<file path="src/hdl/bfiq_pkg.sv">
// ----------------------------------------------------------------------------
// bfiq_pkg: shared types and constants of the bloom filter
// hash constants, controller states and controller/datapath command structs
// ----------------------------------------------------------------------------
package bfiq_pkg;

    localparam logic [31:0] HASH_SEED = 32'hbc9f1d34;
    localparam logic [31:0] HASH_MUL  = 32'hc6a4a793;

    localparam logic CFG_ACTIVE_BITS = 1'b0;
    localparam logic CFG_PROBE_COUNT = 1'b1;

    typedef enum logic [3:0] {
        S_CLEAR,
        S_IDLE,
        S_MUL,
        S_MIX,
        S_PSETUP,
        S_MOD,
        S_MEMRD,
        S_MEMCHK,
        S_NEXT,
        S_OUT
    } t_state;

    // controller to datapath
    typedef struct packed {
        logic clr_step;   // write zero at clear address, advance
        logic take_item;  // absorb input item
        logic mul_go;     // register product of mix input
        logic mix_tail;   // finish multiply with >>24 (else >>16)
        logic mix_word;   // finish multiply
        logic probe_init; // load probe hash, delta and count
        logic mod_start;  // start modulo of probe hash
        logic mod_step;   // one modulo step
        logic mem_rd;     // issue memory read at probe position
        logic mem_chk;    // check / set the probed bit
        logic probe_next; // advance probe hash
        logic out_load;   // capture result
    } t_cmd;

    // datapath to controller
    typedef struct packed {
        logic clear_done;
        logic need_mul;   // item just taken needs a word multiply
        logic key_end;    // item just taken completes a key
        logic tail_pend;  // tail bytes pending at key end
        logic mod_done;
        logic probes_done;
    } t_status;

endpackage

</file>
<file path="src/hdl/bfiq_ctrl.sv">
// ----------------------------------------------------------------------------
// bfiq_ctrl: controller of the bloom filter
// sequences clearing, hashing, probing and the result transfer
// ----------------------------------------------------------------------------
module bfiq_ctrl (
    input  logic              i_clk,
    input  logic              i_rst_n,
    input  logic              i_valid,
    input  logic              i_out_stall,
    input  bfiq_pkg::t_status i_status,
    output logic              o_in_stall,
    output logic              o_out_valid,
    output bfiq_pkg::t_cmd    o_cmd
);
    bfiq_pkg::t_state r_state, n_state;
    logic             r_tail, n_tail;
    logic             r_end, n_end;
    logic             r_valid, n_valid;

    logic take;
    assign take = (r_state == bfiq_pkg::S_IDLE) && i_valid;

    // next state
    always_comb begin
        n_state = r_state;
        n_tail  = r_tail;
        n_end   = r_end;
        n_valid = r_valid;
        if (r_valid && !i_out_stall) begin
            n_valid = 1'b0;
        end
        unique case (r_state)
            bfiq_pkg::S_CLEAR: if (i_status.clear_done) n_state = bfiq_pkg::S_IDLE;
            bfiq_pkg::S_IDLE: begin
                if (take) begin
                    n_tail = i_status.tail_pend;
                    n_end  = i_status.key_end;
                    if (i_status.need_mul) begin
                        n_state = bfiq_pkg::S_MUL;
                        n_tail  = 1'b0;
                    end else if (i_status.key_end && i_status.tail_pend) begin
                        n_state = bfiq_pkg::S_MUL;
                    end else if (i_status.key_end) begin
                        n_state = bfiq_pkg::S_PSETUP;
                    end
                end
            end
            bfiq_pkg::S_MUL: n_state = bfiq_pkg::S_MIX;
            bfiq_pkg::S_MIX: begin
                if (!r_end) begin
                    n_state = bfiq_pkg::S_IDLE;
                end else if (!r_tail && i_status.tail_pend) begin
                    n_tail  = 1'b1;
                    n_state = bfiq_pkg::S_MUL;
                end else begin
                    n_state = bfiq_pkg::S_PSETUP;
                end
            end
            bfiq_pkg::S_PSETUP: n_state = bfiq_pkg::S_MOD;
            bfiq_pkg::S_MOD:  if (i_status.mod_done) n_state = bfiq_pkg::S_MEMRD;
            bfiq_pkg::S_MEMRD:  n_state = bfiq_pkg::S_MEMCHK;
            bfiq_pkg::S_MEMCHK: n_state = bfiq_pkg::S_NEXT;
            bfiq_pkg::S_NEXT: n_state = i_status.probes_done ? bfiq_pkg::S_OUT : bfiq_pkg::S_MOD;
            bfiq_pkg::S_OUT: begin
                if (!r_valid) begin
                    n_valid = 1'b1;
                    n_state = bfiq_pkg::S_IDLE;
                end
            end
            default: n_state = bfiq_pkg::S_IDLE;
        endcase
    end

    // outputs
    always_comb begin
        o_cmd            = '0;
        o_cmd.clr_step   = (r_state == bfiq_pkg::S_CLEAR) && !i_status.clear_done;
        o_cmd.take_item  = take;
        o_cmd.mul_go     = (r_state == bfiq_pkg::S_MUL);
        o_cmd.mix_word   = (r_state == bfiq_pkg::S_MIX);
        o_cmd.mix_tail   = r_tail;
        o_cmd.probe_init = (r_state == bfiq_pkg::S_PSETUP);
        o_cmd.mod_start  = (r_state == bfiq_pkg::S_PSETUP) || (r_state == bfiq_pkg::S_NEXT);
        o_cmd.mod_step   = (r_state == bfiq_pkg::S_MOD);
        o_cmd.mem_rd     = (r_state == bfiq_pkg::S_MEMRD);
        o_cmd.mem_chk    = (r_state == bfiq_pkg::S_MEMCHK);
        o_cmd.probe_next = (r_state == bfiq_pkg::S_NEXT);
        o_cmd.out_load   = (r_state == bfiq_pkg::S_OUT) && !r_valid;
        o_in_stall       = (r_state != bfiq_pkg::S_IDLE);
        o_out_valid      = r_valid;
    end

    // state registers
    always_ff @(posedge i_clk) begin
        if (!i_rst_n) begin
            r_state <= bfiq_pkg::S_CLEAR;
            r_tail  <= 1'b0;
            r_end   <= 1'b0;
            r_valid <= 1'b0;
        end else begin
            r_state <= n_state;
            r_tail  <= n_tail;
            r_end   <= n_end;
            r_valid <= n_valid;
        end
    end
endmodule

</file>
<file path="config.mk">
export PLATFORM = sky130hd
export DESIGN_NAME = bfiq_ctrl
export DESIGN_NICKNAME = d
export VERILOG_FILES = /design/src/hdl/bfiq_pkg.sv /design/src/hdl/bfiq_ctrl.sv
export SDC_FILE = /design/constraint.sdc
export NUM_CORES = 1
export LEC_CHECK = 0
export BUFFER_PORTS_ARGS = -buffer_cell sky130_fd_sc_hd__buf_2
export CORE_MARGIN = 8
export CORE_UTILIZATION = 41
export CTS_CLUSTER_SIZE = 28
export DETAILED_ROUTE_END_ITERATION = 8
export GPL_TIMING_DRIVEN = 0
export PLACE_DENSITY = 0.72
export SLEW_MARGIN = 15
export SYNTH_ARGS = -nofsm -noshare
export SYNTH_HDL_FRONTEND = slang
export SYNTH_SLANG_ARGS = --single-unit
</file>
<file path="constraint.sdc">
create_clock -name i_clk -period 1.8 [get_ports i_clk]
set_clock_uncertainty 0.15 [all_clocks]
set_input_delay 0.18 -clock i_clk [delete_from_list [all_inputs] [get_ports i_clk]]
set_output_delay 0.18 -clock i_clk [all_outputs]
set_load 0.02 [all_outputs]
</file>
Yosys cells after proc, flatten, opt, wreduce, memory -nomap -nowiden --
Index checks and enable logic that the tools add are counted.
Operators by class: add/sub/neg operators 0, multiply operators 0, div/mod/pow operators 0, $lt $le $gt $ge 0, eq/ne operators 17, shifts and indexed selects 0, mux-type cells 19, bitwise gates (word level) 0, reductions and logical operators 16
Operators by type and width (count):
- case mux 4 bit (10 select lines) | 1
- two-way mux 4 bit | 8
- equality test 4 x 3 -> 1 bit (second input constant) | 4
- equality test 4 x 2 -> 1 bit (second input constant) | 2
- equality test 4 bit (second input constant) | 2
- inequality test 2 bit (second input constant) | 4
- two-way mux 1 bit | 7
- logical AND 1 bit | 6
- two-way mux 3 bit | 2
- AND reduction 5 bit | 1
- equality test 4 x 1 -> 1 bit (second input constant) | 1
- logical NOT 1 bit | 4
- logical NOT 4 bit | 1
- inequality test 2 x 1 -> 1 bit (second input constant) | 2
- inequality test 4 x 1 -> 1 bit (second input constant) | 1
- inequality test 4 x 3 -> 1 bit (second input constant) | 1
- AND reduction 4 bit | 1
- case mux 1 bit (2 select lines) | 1
- AND reduction 2 bit | 1
- nonzero test 2 bit | 1
- logical OR 1 bit | 1
Word-level totals: register bits 7, latch bits 0, memory bits (writable) 0, ROM bits 0, input bits 10, output and inout port bits 14, logic and storage cells 56, memories 0

Depth between registers and ports, before layout --
Gate-level depths: netlist of run 1.
depth in word-level cells 5, mapped depth 6, gate-level depth less buffers 5

Least setup slack after synthesis of run 1 --
OpenSTA, ideal clock, no wires.
path type reg2out, start reg r_state[2], end out o_cmd[5] (netlist name), arrival 1.523 ns, required time 1.470 ns, slack -0.053 ns, cell stages (with the launch flop) 5, path buffers 1, cell sequence dfxtp_1 buf_6 or2b_1 nor3_1 or2_1
RTL lines:
- from (decl) | line bfiq_ctrl.sv:15 | bfiq_pkg::t_state r_state, n_state;
- from (signal assigned) | line bfiq_ctrl.sv:96 | r_state <= bfiq_pkg::S_CLEAR;
- from (signal assigned) | line bfiq_ctrl.sv:101 | r_state <= n_state;
- to (decl) | line bfiq_ctrl.sv:13 | output bfiq_pkg::t_cmd o_cmd

Worst setup path in the final report of run 1 --
start reg r_state[1], end reg r_state[2]
On the way: cells in the longest elaborated chain, start to end 4, elaborated cells between the ends (all ways) 18, those cells by class 14 x eq/ne; 1 x mux; 3 x reduce/logical
Ends and longest elaborated chain:
- equality test 4 x 1 -> 1 bit | line bfiq_ctrl.sv:21, bfiq_ctrl.sv:32
- logical AND 1 bit | line bfiq_ctrl.sv:21 | assign take = (r_state == bfiq_pkg::S_IDLE) && i_valid;
- inequality test 2 bit (no source line)
- AND reduction 5 bit (no source line)
Parallel ways exist; a longest one is shown, timed or not. A chain may end at the register's enable or synchronous reset.

==> results of run 1 <==
[sequential cells by signal (all words and copies together) (netlist names)]
register and cells:
r_tail 1, o_out_valid 1, r_end 1, r_state 4
[power by group]
group	switching, µW	leakage, µW	internal [µW]
combinational	65.9	0.000315	61.0
clock	55.8	0.0000150	84.4
sequential	5.00	0.0000581	159
total	127	0.000388	304
[synthesized netlist by cell type (2+ instances only)]
master,instances,area (µm²)
nor2_1,8,30.0
nand2b_1,4,25.0
nand3_1,3,15.0
a21oi_1,4,20.0
buf_2,3,15.0
buf_4,2,15.0
dfxtp_1,7,140
nor3_1,6,30.0
nand2_1,6,22.5
inv_1,5,18.8
a211oi_1,2,15.0
[cell type report]
class	count	area [µm²]	share of cell area
repair buffers	31	184	0.225
multi-input cells	53	387	0.473
flip-flops and latches	7	145	0.178
clock buffers	4	26.3	0.0322
well taps	15	18.8	0.0230
plain buffers	4	33.8	0.0413
inverters	6	22.5	0.0276
[what timing repair did]
item / in CTS / in global routing
buffers inserted: 8 / 0
setup endpoints to repair: 8 / 13
pin swaps: 7 / 5
gates resized for setup: 7 / 7
[critical path: cells and delay by family (launching register included)]
kind | cells | cell delay, ps
simple gates | 2 | 590
compound gates | 2 | 500
flops | 1 | 380
buf+inv | 1 | 150
[logic make-up (layout without fill, tap and decap cells)]
| group | count (synthesis) | count (layout) |
|---|---|---|
| buf+inv | 12 | 45 |
| compound gates | 17 | 17 |
| mux | 1 | 1 |
| simple gates | 35 | 35 |
| flops | 7 | 7 |
[worst min-delay path by stage]
stage / to / slack (ps)
after floorplan: r_state[2]$_SDFFE_PN0P_ / 160
after global placement: o_out_valid$_SDFF_PN0_ / 260
after detailed placement: o_out_valid$_SDFF_PN0_ / 270
after CTS: o_out_valid$_SDFF_PN0_ / 10
after global routing: r_state[2]$_SDFFE_PN0P_ / 30
final: o_out_valid$_SDFF_PN0_ / 20
[metal layers]
layer	part of all wire	vias up	global-route usage
met5	0	-	0
met4	0	0	0.0252
met3	0.071	0	0.0448
met2	0.52	20	0.240
met1	0.41	294	0.130
li1	-	322	-
[metrics by stage]
| stage | utilization | cells |
|---|---|---|
| after floorplan | - | 72 |
| after global placement | 0.550 | 110 |
| after detailed placement | 0.550 | 110 |
| after CTS | 0.625 | 121 |
| after global routing | 0.628 | 120 |
| final | 0.628 | 120 |
==> summary.txt, run 1 <==
Placed design
  • Port Buf Inserts: 23
  • DP Area: 716 µm²
  • GPL Wtd Cong: 0.841
  • Place WS: 7.64 ps
  • Final HPWL DP: 1230 µm

Critical path
  • Crit path cell chain: or3_4 -> or2_4 -> buf_4 -> a2111oi_4 -> a22o_1
  • Type of origin of the critical path: flop
  • Critical path startpoint: r_state[1]$_SDFFE_PN0P_
  • Worst-path fanout max: 9
  • Critical Path Sink Type: flop
  • Worst path slowest cell: dfxtp_4
  • Reg2reg start: r_state[1]$_SDFFE_PN0P_
  • Slowest stage delay, CP: 380 ps
  • FF-to-FF setup slack: -30 ps
  • Critical Path AT: 1870 ps
  • Worst R2R Path Depth: 5
  • Worst EP required: 1830 ps
  • FF-to-FF End: r_state[2]$_SDFFE_PN0P_
  • CP Class: flop to flop
  • Crit path to: r_state[2]$_SDFFE_PN0P_

Clocking
  • H-tree Lvls: 1
  • CTS tree: yes
  • CTS clk-pin slew, worst paths: 50 ps
  • Post-CTS Hold Fix Bufs: 0
  • Root Driver: clkbuf_4
  • Clock sink count: 7
  • Largest buffer count on any clock path: 2
  • Clock latency on the worst-skew pair: 250 ps
  • CTS Buf Count: 3

Yosys
  • Mux contribution to synthesized area: 0.0174
  • Xor/xnor cell area share of the yosys netlist: 0
  • Register area share after synthesis: 0.243
  • Simple logic cell fraction of the synthesized area: 0.356
  • Compound-gate portion of the synthesized area: 0.273
  • Synth Warn #: 0
  • Distinct cells, synth: 33
  • Adder-Cell Fraction of Synth Area: 0
  • Synth async-reset ratio: 0
  • Cell count after synthesis: 72
  • Yosys reg bits: 7
  • Synthesized area: 577 µm²
  • Synth Area per Inst: 8.01 µm²
  • Largest family of logic cells by synthesized area: simple AND/OR/NAND/NOR gates
  • Post-synth EDFFs: 0
  • Syn Nets: 82
  • Top FF cell, synth: dfxtp_1

Detailed routing
  • Initial DRC Count: 5
  • Via count: 636
  • First-pass DRT Iterations: 4
  • Routed len/inst: 14.5 µm
  • DRC: 0
  • Antenna viol nets, final: 0
  • Post-DR vias/cell: 5.30
  • Final WL: 1740 µm

Floorplanning
  • Die width: 53.5 µm
  • DIE HEIGHT: 53.5 µm
  • Core Rows: 13
  • I/O pins: 24
  • Initial Util: 0.443
  • Area of the core: 1300 µm²
  • Die Footprint: 2860 µm²

STA
  • Tmin final: 1830 ps
  • Worst setup margin: -34.2 ps
  • Final hold viol count: 0
  • Final Setup Violations: 3
  • Worst Max-Slew Pin Slew: 339 ps
  • Max Clk Rate: 545 MHz
  • Final Max Tran Viols: 0
  • Unrepaired setup endpoints after global routing: yes
  • Final period util: 1.02
  • Setup TNS: -88.0 ps
  • Worst relative slew slack: 0.774
  • Minimum hold slack: 22.4 ps

Status
  • Failing checks: setup timing
  • Outcome: finished with violations

Min path
  • Hold Crit Class: primary input to flop
  • Hold Startpoint: i_out_stall
  • Worst hold stages: 3

Power
  • PD cells: 528 nW/µm²
  • Total chip power: 431 µW
  • Worst VDD drop: 0.372 mV
  • Leak pwr: 0.000388 µW

Global routing
  • Largest net degree at the start of global routing: 11
  • GRT overflow: 0
  • First-pass GRT wire length: 2750 µm
  • Total global-route track usage: 0.127
  • Antenna violations before repair: 0
  • Number of global-route vias before repair: 669

Final layout
  • Most common cell after layout, fill and taps aside: buf_2
  • Fillers: 133
  • N_diodes: 0
  • Share of cells above drive strength 1: 0.486
  • Final instance area: 817 µm²
  • Area delta synth->final: 41.6%
  • Most frequent cells in the layout: buf_2 (21), buf_4 (12), nor2_1 (8)
  • Layout Nets: 116

Job
  • Max-cap viol count: 0
No activity file was read; power rests on OpenSTA's default activity.
==> run 2: changes to the inputs <==
--- a/config.mk
+++ b/config.mk
@@ -5,9 +5,10 @@
 export SDC_FILE = /design/constraint.sdc
 export NUM_CORES = 1
 export LEC_CHECK = 0
+export ABC_AREA = 1
 export BUFFER_PORTS_ARGS = -buffer_cell sky130_fd_sc_hd__buf_2
 export CORE_MARGIN = 8
-export CORE_UTILIZATION = 41
+export CORE_UTILIZATION = 40
 export CTS_CLUSTER_SIZE = 28
 export DETAILED_ROUTE_END_ITERATION = 8
 export GPL_TIMING_DRIVEN = 0
==> constraint.sdc (replaced) <==
create_clock -name i_clk -period 1.6 [get_ports i_clk]
set_clock_uncertainty 0.15 [all_clocks]
set_input_delay 0.16 -clock i_clk [delete_from_list [all_inputs] [get_ports i_clk]]
set_output_delay 0.16 -clock i_clk [all_outputs]
set_load 0.02 [all_outputs]
==> run 2 against run 1 <==
Against the previous run: count of clock-buffer cells in the layout did not move; critical endpoint is now o_cmd[10]; sequential cell count unchanged; the flow now finishes without violations; non-clock buffer count shrank 5; synthesized cell count up 19%; via count is 4.2% lower; setup slack better by 130 ps; core utilization is 2.8 points lower; die area decreased by 4.0%; total power increased by 27%.
==> summary.txt, run 2 <==
Global routing
  • Total global-route track usage: 0.105 (-0.0217)
  • GRT overflow: 0 (unchanged)
  • First-pass GRT wire length: 2260 µm (-18%)
  • Largest net degree at the start of global routing: 7 (-4)
  • Number of global-route vias before repair: 577 (-14%)
  • Antenna violations before repair: 0 (unchanged)

Final layout
  • Storage cell area: 148 µm² (+1.7%)
  • Area delta synth->final: 43.4%
  • Layout Nets: 129 (+11%)
  • Area of the multi-input gates: 328 µm² (-15%)
  • N_diodes: 0 (unchanged)
  • Largest Register: r_state
  • Final cell count without fillers: 133 (+11%)
  • Most frequent cells in the layout: buf_2 (22), nand2_1 (16), inv_1 (14)
  • Most common cell after layout, fill and taps aside: buf_2
  • Fillers: 135 (+1.5%)
  • Largest register FFs: 4 (unchanged)
  • Share of cells above drive strength 1: 0.466 (-0.0196)

Detailed routing
  • Routed len/inst: 10.1 µm (-30%)
  • Via count: 609 (-4.2%)
  • Initial DRC Count: 17 (+12)
  • First-pass DRT Iterations: 4 (unchanged)
  • Final WL: 1350 µm (-23%)
  • DRC: 0 (unchanged)
  • Antenna viol nets, final: 0 (unchanged)
  • Post-DR vias/cell: 4.58 (-14%)

Yosys
  • Synth async-reset ratio: 0 (unchanged)
  • Area leader, netlist: dfxtp_1
  • Syn Nets: 96 (+17%)
  • Area share of the largest cell type after synthesis: 0.264 (+0.0212)
  • Synth Warn #: 0 (unchanged)
  • Yosys reg bits: 7 (unchanged)
  • Post-synth EDFFs: 0 (unchanged)
  • Top cells by area, synth: dfxtp_1 (26%), nand2_1 (12%), inv_1 (9.9%), nor2_1 (8.5%), nand3_1 (4.7%)
  • Distinct cells, synth: 21 (-36%)
  • Synthesized area: 531 µm² (-8.0%)
  • Register area share after synthesis: 0.264 (+0.0212)
  • Most frequent cells after synthesis: nand2_1 (17), inv_1 (14), nor2_1 (12)
  • Top-count cell post-synth: nand2_1
  • Top FF cell, synth: dfxtp_1
  • Synth Area per Inst: 6.17 µm² (-23%)
  • Cell count after synthesis: 86 (+19%)

Critical path
  • Worst EP required: 1290 ps (-540 ps)
  • Type of origin of the critical path: flop
  • Worst R2R Path Depth: 9 (+4)
  • Worst-path fanout max: 4 (-5)
  • Critical Path AT: 1190 ps (-680 ps)
  • CP Class: flop to primary output
  • Critical Path Sink Type: primary output
  • FF-to-FF setup slack: 200 ps (+230 ps)
  • FF-to-FF End: r_state[2]$_SDFFE_PN0P_
  • Reg2reg start: r_state[3]$_SDFFE_PN0P_

Clocking
  • Clock latency on the worst-skew pair: 240 ps (about the same)
  • Clock sink count: 7 (unchanged)
  • CTS Buf Count: 3 (unchanged)
  • Largest buffer count on any clock path: 2 (unchanged)
  • Root Driver: clkbuf_4
  • Post-CTS Hold Fix Bufs: 0 (unchanged)
  • CTS clk-pin slew, worst paths: 50 ps (about the same)
  • H-tree Lvls: 1 (unchanged)
  • CTS tree: yes

STA
  • Unrepaired setup endpoints after global routing: no
  • Final hold viol count: 0 (unchanged)
  • Worst relative slew slack: 0.884 (+0.111)
  • Tmin final: 1500 ps
  • Worst Max-Slew Pin Slew: 173 ps (-167 ps)
  • Max Clk Rate: 665 MHz
  • Final Setup Violations: 0 (-3)
  • Final period util: 0.939
  • Final Max Tran Viols: 0 (unchanged)

Placed design
  • Placed cells: 124 (+13%)
  • Port Buf Inserts: 23 (unchanged)
  • GPL Wtd Cong: 0.883 (+5.0%)
  • Final HPWL DP: 1110 µm (-10%)

Floorplanning
  • Area of the core: 1270 µm² (-2.5%)
  • Die Footprint: 2750 µm² (-4.0%)
  • Die width: 52.4 µm (-2.0%)
  • I/O pins: 24 (unchanged)
  • Core Rows: 13 (unchanged)
  • Initial Util: 0.418 (-0.0251)
  • DIE HEIGHT: 52.4 µm (-2.0%)

Min path
  • Worst hold stages: 3 (unchanged)
  • Hold Crit Class: primary input to flop
  • Hold Startpoint: i_rst_n
  • Hold Path End: r_state[3]$_SDFFE_PN0P_

Power
  • Leak pwr: 0.000435 µW (+12%)
  • Total chip power: 546 µW (+27%)
  • PD cells: 718 nW/µm² (+36%)
  • Worst VDD drop: 0.475 mV (+28%)

Status
  • Outcome: completed

Job
  • Max-cap viol count: 0 (unchanged)
==> run 2: routing by layer <==
metal	vias to the layer above	part of all wire	GRT usage
met5	-	0	0
met4	0	0	0.0776
met3	0	0.032	0.00852
met2	9	0.55	0.182
met1	273	0.42	0.115
li1	327	-	-
==> run 2: critical path: stages (launching register included) <==
cell and delay, ps:
dfxtp_4 350, inv_2 70, nand2_4 60, nor2_4 150, nand2_4 60, inv_1 40, buf_4 90, buf_4 120
==> run 2: cell type report <==
class / instances / area share
plain buffers: 2 / 0.0197
clock buffers: 4 / 0.0345
inverters: 18 / 0.0921
multi-input cells: 59 / 0.431
flip-flops and latches: 7 / 0.194
well taps: 15 / 0.0247
repair buffers: 28 / 0.204
==> run 2: where the power goes <==
part / leakage (µW) / internal [µW] / switching, µW
Sequential: 0.0000590 / 186 / 16.6
Combinational: 0.000361 / 80.0 / 111
Clock: 0.0000150 / 94.7 / 57.8
Total: 0.000435 / 361 / 185
==> run 2: worst max-delay path by stage <==
stage                             from   endpoint  slack [ps]  cells after the start
2_1_floorplan  r_state[0]$_SDFFE_PN0P_   o_cmd[5]         120                      3
3_5_place_dp   r_state[0]$_SDFFE_PN0P_  o_cmd[10]         170                      6
4_1_cts        r_state[3]$_SDFFE_PN0P_  o_cmd[10]         -30                      7
3_3_place_gp   r_state[0]$_SDFFE_PN0P_  o_cmd[10]         200                      6
5_1_grt        r_state[3]$_SDFFE_PN0P_   o_cmd[5]           8                      5
6_report       r_state[2]$_SDFFE_PN0P_  o_cmd[10]         100                      7
==> run 2: kinds of logic after synthesis <==
family                 Yosys count  synth area share
AND/OR/NAND/NOR                 47             0.450
flip-flops                       7             0.264
AO/OA/AOI/OAI                   12             0.130
buffers and inverters           20             0.156
==> run 2: through the flow <==
stage	hold slack [ps]	TNS (ps)	utilization	setup slack, ps	instance area (µm²)
after floorplan	108	0	-	124	531
after global placement	254	0	0.524	198	664
after global routing	12.2	0	0.600	8.03	761
after CTS	4.95	-25.6	0.551	-25.6	699
final	9.54	0	0.600	97.2	761
after detailed placement	265	0	0.524	169	664
==> run 2: timing repair <==
action                                  CTS  global route
setup buffers                             0             5
gates resized for setup                   5             8
endpoints found under the setup margin    5             3
pin swaps                                 0             2
endpoints found under the hold margin     0             0
==> run 3: changes to the inputs <==
--- a/config.mk
+++ b/config.mk
@@ -5,10 +5,9 @@
 export SDC_FILE = /design/constraint.sdc
 export NUM_CORES = 1
 export LEC_CHECK = 0
-export ABC_AREA = 1
 export BUFFER_PORTS_ARGS = -buffer_cell sky130_fd_sc_hd__buf_2
 export CORE_MARGIN = 8
-export CORE_UTILIZATION = 40
+export CORE_UTILIZATION = 41
 export CTS_CLUSTER_SIZE = 28
 export DETAILED_ROUTE_END_ITERATION = 8
 export GPL_TIMING_DRIVEN = 0
==> run 3 against run 2 <==
Against the previous run: the run now ends with setup timing left; final area increased by 41%; count of clock-buffer cells in the layout is the same; maximum frequency shrank 17%; core utilization increased by 22 points; non-clock buffer count up 17; total power fell by 0.25%; sequential share of layout area down 5.9 points; routed wire length up 63%; setup slack got worse by 310 ps; clock power rose by 6%; critical path type is now flop to flop; critical endpoint is now r_state[1]$_SDFFE_PN0P_; largest cell class unchanged.
==> summary.txt, run 3 (synthesized netlist as in run 1, its figures left out) <==
Floorplanning
  • Area of the core: 1300 µm² (+2.6%)
  • Die width: 53.5 µm (+2.1%)
  • DIE HEIGHT: 53.5 µm (+2.1%)
  • Initial Util: 0.443 (+0.0251)
  • Core Rows: 13 (unchanged)
  • Die Footprint: 2860 µm² (+4.2%)
  • I/O pins: 24 (unchanged)

Power
  • P_sw: 171 µW (-7.7%)
  • Int Power: 374 µW (+3.5%)
  • Worst VDD drop: 0.430 mV (-9.4%)
  • PD cells: 508 nW/µm² (-29%)
  • Combinational share of power: 0.368 (+0.019)
  • Sw frac: 0.314 (-0.0252)
  • Clock power share: 0.295 (+0.016)
  • Leak pwr: 0.000469 µW (+8.0%)
  • Sequential share of power: 0.337 (-0.034)

Detailed routing
  • Antenna viol nets, final: 0 (unchanged)
  • Met1 wire length: 898 µm (+59%)
  • Routed len/inst: 16.7 µm (+64%)
  • DRC: 0 (unchanged)
  • First-pass DRT Iterations: 4 (unchanged)
  • Initial DRC Count: 8 (-9)
  • Routed length on met3: 135 µm (+210%)
  • Top Layer Used: met4
  • DR WL met2: 1130 µm (+53%)
  • Final WL: 2200 µm (+63%)
  • Post-DR vias/cell: 5.46 (+19%)
  • Via count: 721 (+18%)

Min path
  • Hold Crit Class: primary input to flop

Placed design
  • Port Buf Inserts: 23 (unchanged)
  • GPL Wtd Cong: 0.836 (-5.4%)
  • DP Area: 719 µm² (+8.3%)

Critical path
  • Critical Path Sink Type: flop
  • Worst R2R Path Depth: 5 (-4)
  • Crit path to: r_state[1]$_SDFFE_PN0P_
  • Type of origin of the critical path: flop
  • Worst-path fanout max: 3 (-1)
  • Critical path startpoint: r_state[2]$_SDFFE_PN0P_
  • Critical Path AT: 1850 ps (+660 ps)
  • CP Class: flop to flop
  • Reg2reg start: r_state[2]$_SDFFE_PN0P_
  • Worst EP required: 1630 ps (+340 ps)
  • Worst path slowest cell: or3_4
  • FF-to-FF End: r_state[1]$_SDFFE_PN0P_
  • Crit path cell chain: or3_4 -> or2_4 -> buf_6 -> a2111oi_4 -> and2_1
  • FF-to-FF setup slack: -220 ps (-420 ps)
  • Slowest stage delay, CP: 380 ps (+30 ps)

Clocking
  • CTS tree: yes
  • Clock latency on the worst-skew pair: 250 ps (about the same)
  • CTS Buf Count: 3 (unchanged)
  • Clock sink count: 7 (unchanged)
  • Largest buffer count on any clock path: 2 (unchanged)
  • Root Driver: clkbuf_4
  • CTS clk-pin slew, worst paths: 60 ps (about the same)
  • H-tree Lvls: 1 (unchanged)

STA
  • Max Clk Rate: 551 MHz (-17%)
  • Worst setup margin: -216 ps (-314 ps)
  • Final Max Tran Viols: 0 (unchanged)
  • Tmin final: 1820 ps (+314 ps)
  • Minimum hold slack: 17.7 ps (+8.16 ps)
  • Final hold viol count: 0 (unchanged)
  • Final period util: 1.14 (+0.196)
  • Worst relative slew slack: 0.786 (-0.0988)
  • Unrepaired setup endpoints after global routing: yes
  • Final Setup Violations: 14 (+14)
  • Worst Max-Slew Pin Slew: 321 ps (+148 ps)

Job
  • Max-cap viol count: 0 (unchanged)

Global routing
  • Antenna violations before repair: 0 (unchanged)
  • GRT overflow: 0 (unchanged)
  • Total global-route track usage: 0.150 (+0.0452)
  • First-pass GRT wire length: 3270 µm (+45%)
  • Number of global-route vias before repair: 754 (+31%)
  • Largest net degree at the start of global routing: 11 (+4)

Final layout
  • Largest Register: r_state
  • Area delta synth->final: 85.9%
  • Largest register FFs: 4 (unchanged)
  • Final instance area: 1070 µm² (+41%)
  • Share of cells above drive strength 1: 0.624 (+0.158)
  • Most common cell after layout, fill and taps aside: buf_4
  • Layout Nets: 128 (-0.78%)
  • N_diodes: 0 (unchanged)
  • Most frequent cells in the layout: buf_4 (18), buf_6 (16), buf_2 (12)

Status
  • Failing checks: setup timing
  • Outcome: finished with violations
[run 3: cell types whose count changed in the layout (fill, tap and decap cells not counted), moves of 3 or more]
cell / change
inv_1: -11
nand2_1: -10
nor3_1: +3
nor2_1: -6
buf_6: +16
nand2_4: -3
nor3_4: +3
buf_2: -10
nand2b_4: +3
o21ai_1: -3
buf_4: +10
[run 3: worst min-delay path by stage]
stage,from,to,slack (ps),depth (start not counted)
after floorplan,i_rst_n,r_state[2]$_SDFFE_PN0P_,140,1
after global placement,i_out_stall,o_out_valid$_SDFF_PN0_,250,3
after detailed placement,i_out_stall,o_out_valid$_SDFF_PN0_,250,3
after CTS,i_rst_n,r_state[2]$_SDFFE_PN0P_,3,2
after global routing,i_rst_n,r_state[2]$_SDFFE_PN0P_,20,2
final,i_rst_n,r_state[2]$_SDFFE_PN0P_,20,2
[run 3: per-stage QoR]
step           total power [µW]  setup TNS (ps)  setup slack (ps)  cells   util
5_1_grt                     570           -2340              -267    132  0.824
3_5_place_dp                316            -584              -159    110  0.553
6_report                    544           -1430              -216    132  0.824
3_3_place_gp                314            -512              -160    110  0.553
2_1_floorplan               278            -350             -98.2     72      -
4_1_cts                     529           -2230              -259    128  0.776
[run 3: cell type report]
| class | instances | area [µm²] |
|---|---|---|
| flip-flops and latches | 7 | 145 |
| inverters | 6 | 27.5 |
| clock buffers | 4 | 26.3 |
| plain buffers | 3 | 26.3 |
| repair buffers | 44 | 359 |
| multi-input cells | 53 | 469 |
| fillers | 86 | 229 |
| well taps | 15 | 18.8 |
[run 3: timing repair]
action,CTS,global route
resized for setup,40,13
cloned,0,0
endpoints found under the hold margin,1,0
setup endpoints to repair,13,17
setup buffers,16,6
hold buffers,1,0
pin swaps,11,9
[run 3: worst max-delay path, delay by kind of cell (launching register included)]
kind | cells | cell delay [ps]
buffers and inverters | 1 | 120
AO/OA/AOI/OAI | 1 | 350
AND/OR/NAND/NOR | 3 | 800
flip-flops | 1 | 330
[run 3: layer usage]
layer | track usage | up-vias
met3 | 0.0224 | 6
met5 | 0 | -
met4 | 0.0756 | 0
met2 | 0.262 | 28
met1 | 0.173 | 339
li1 | - | 348
[run 3: power groups by stage]
stage / logic [µW] / clock network, µW / registers, µW
after detailed placement: 128 / 0 / 187
after CTS: 182 / 162 / 186
after global routing: 211 / 176 / 184
after global placement: 127 / 0 / 187
final: 200 / 161 / 184
after floorplan: 92.0 / 0 / 186
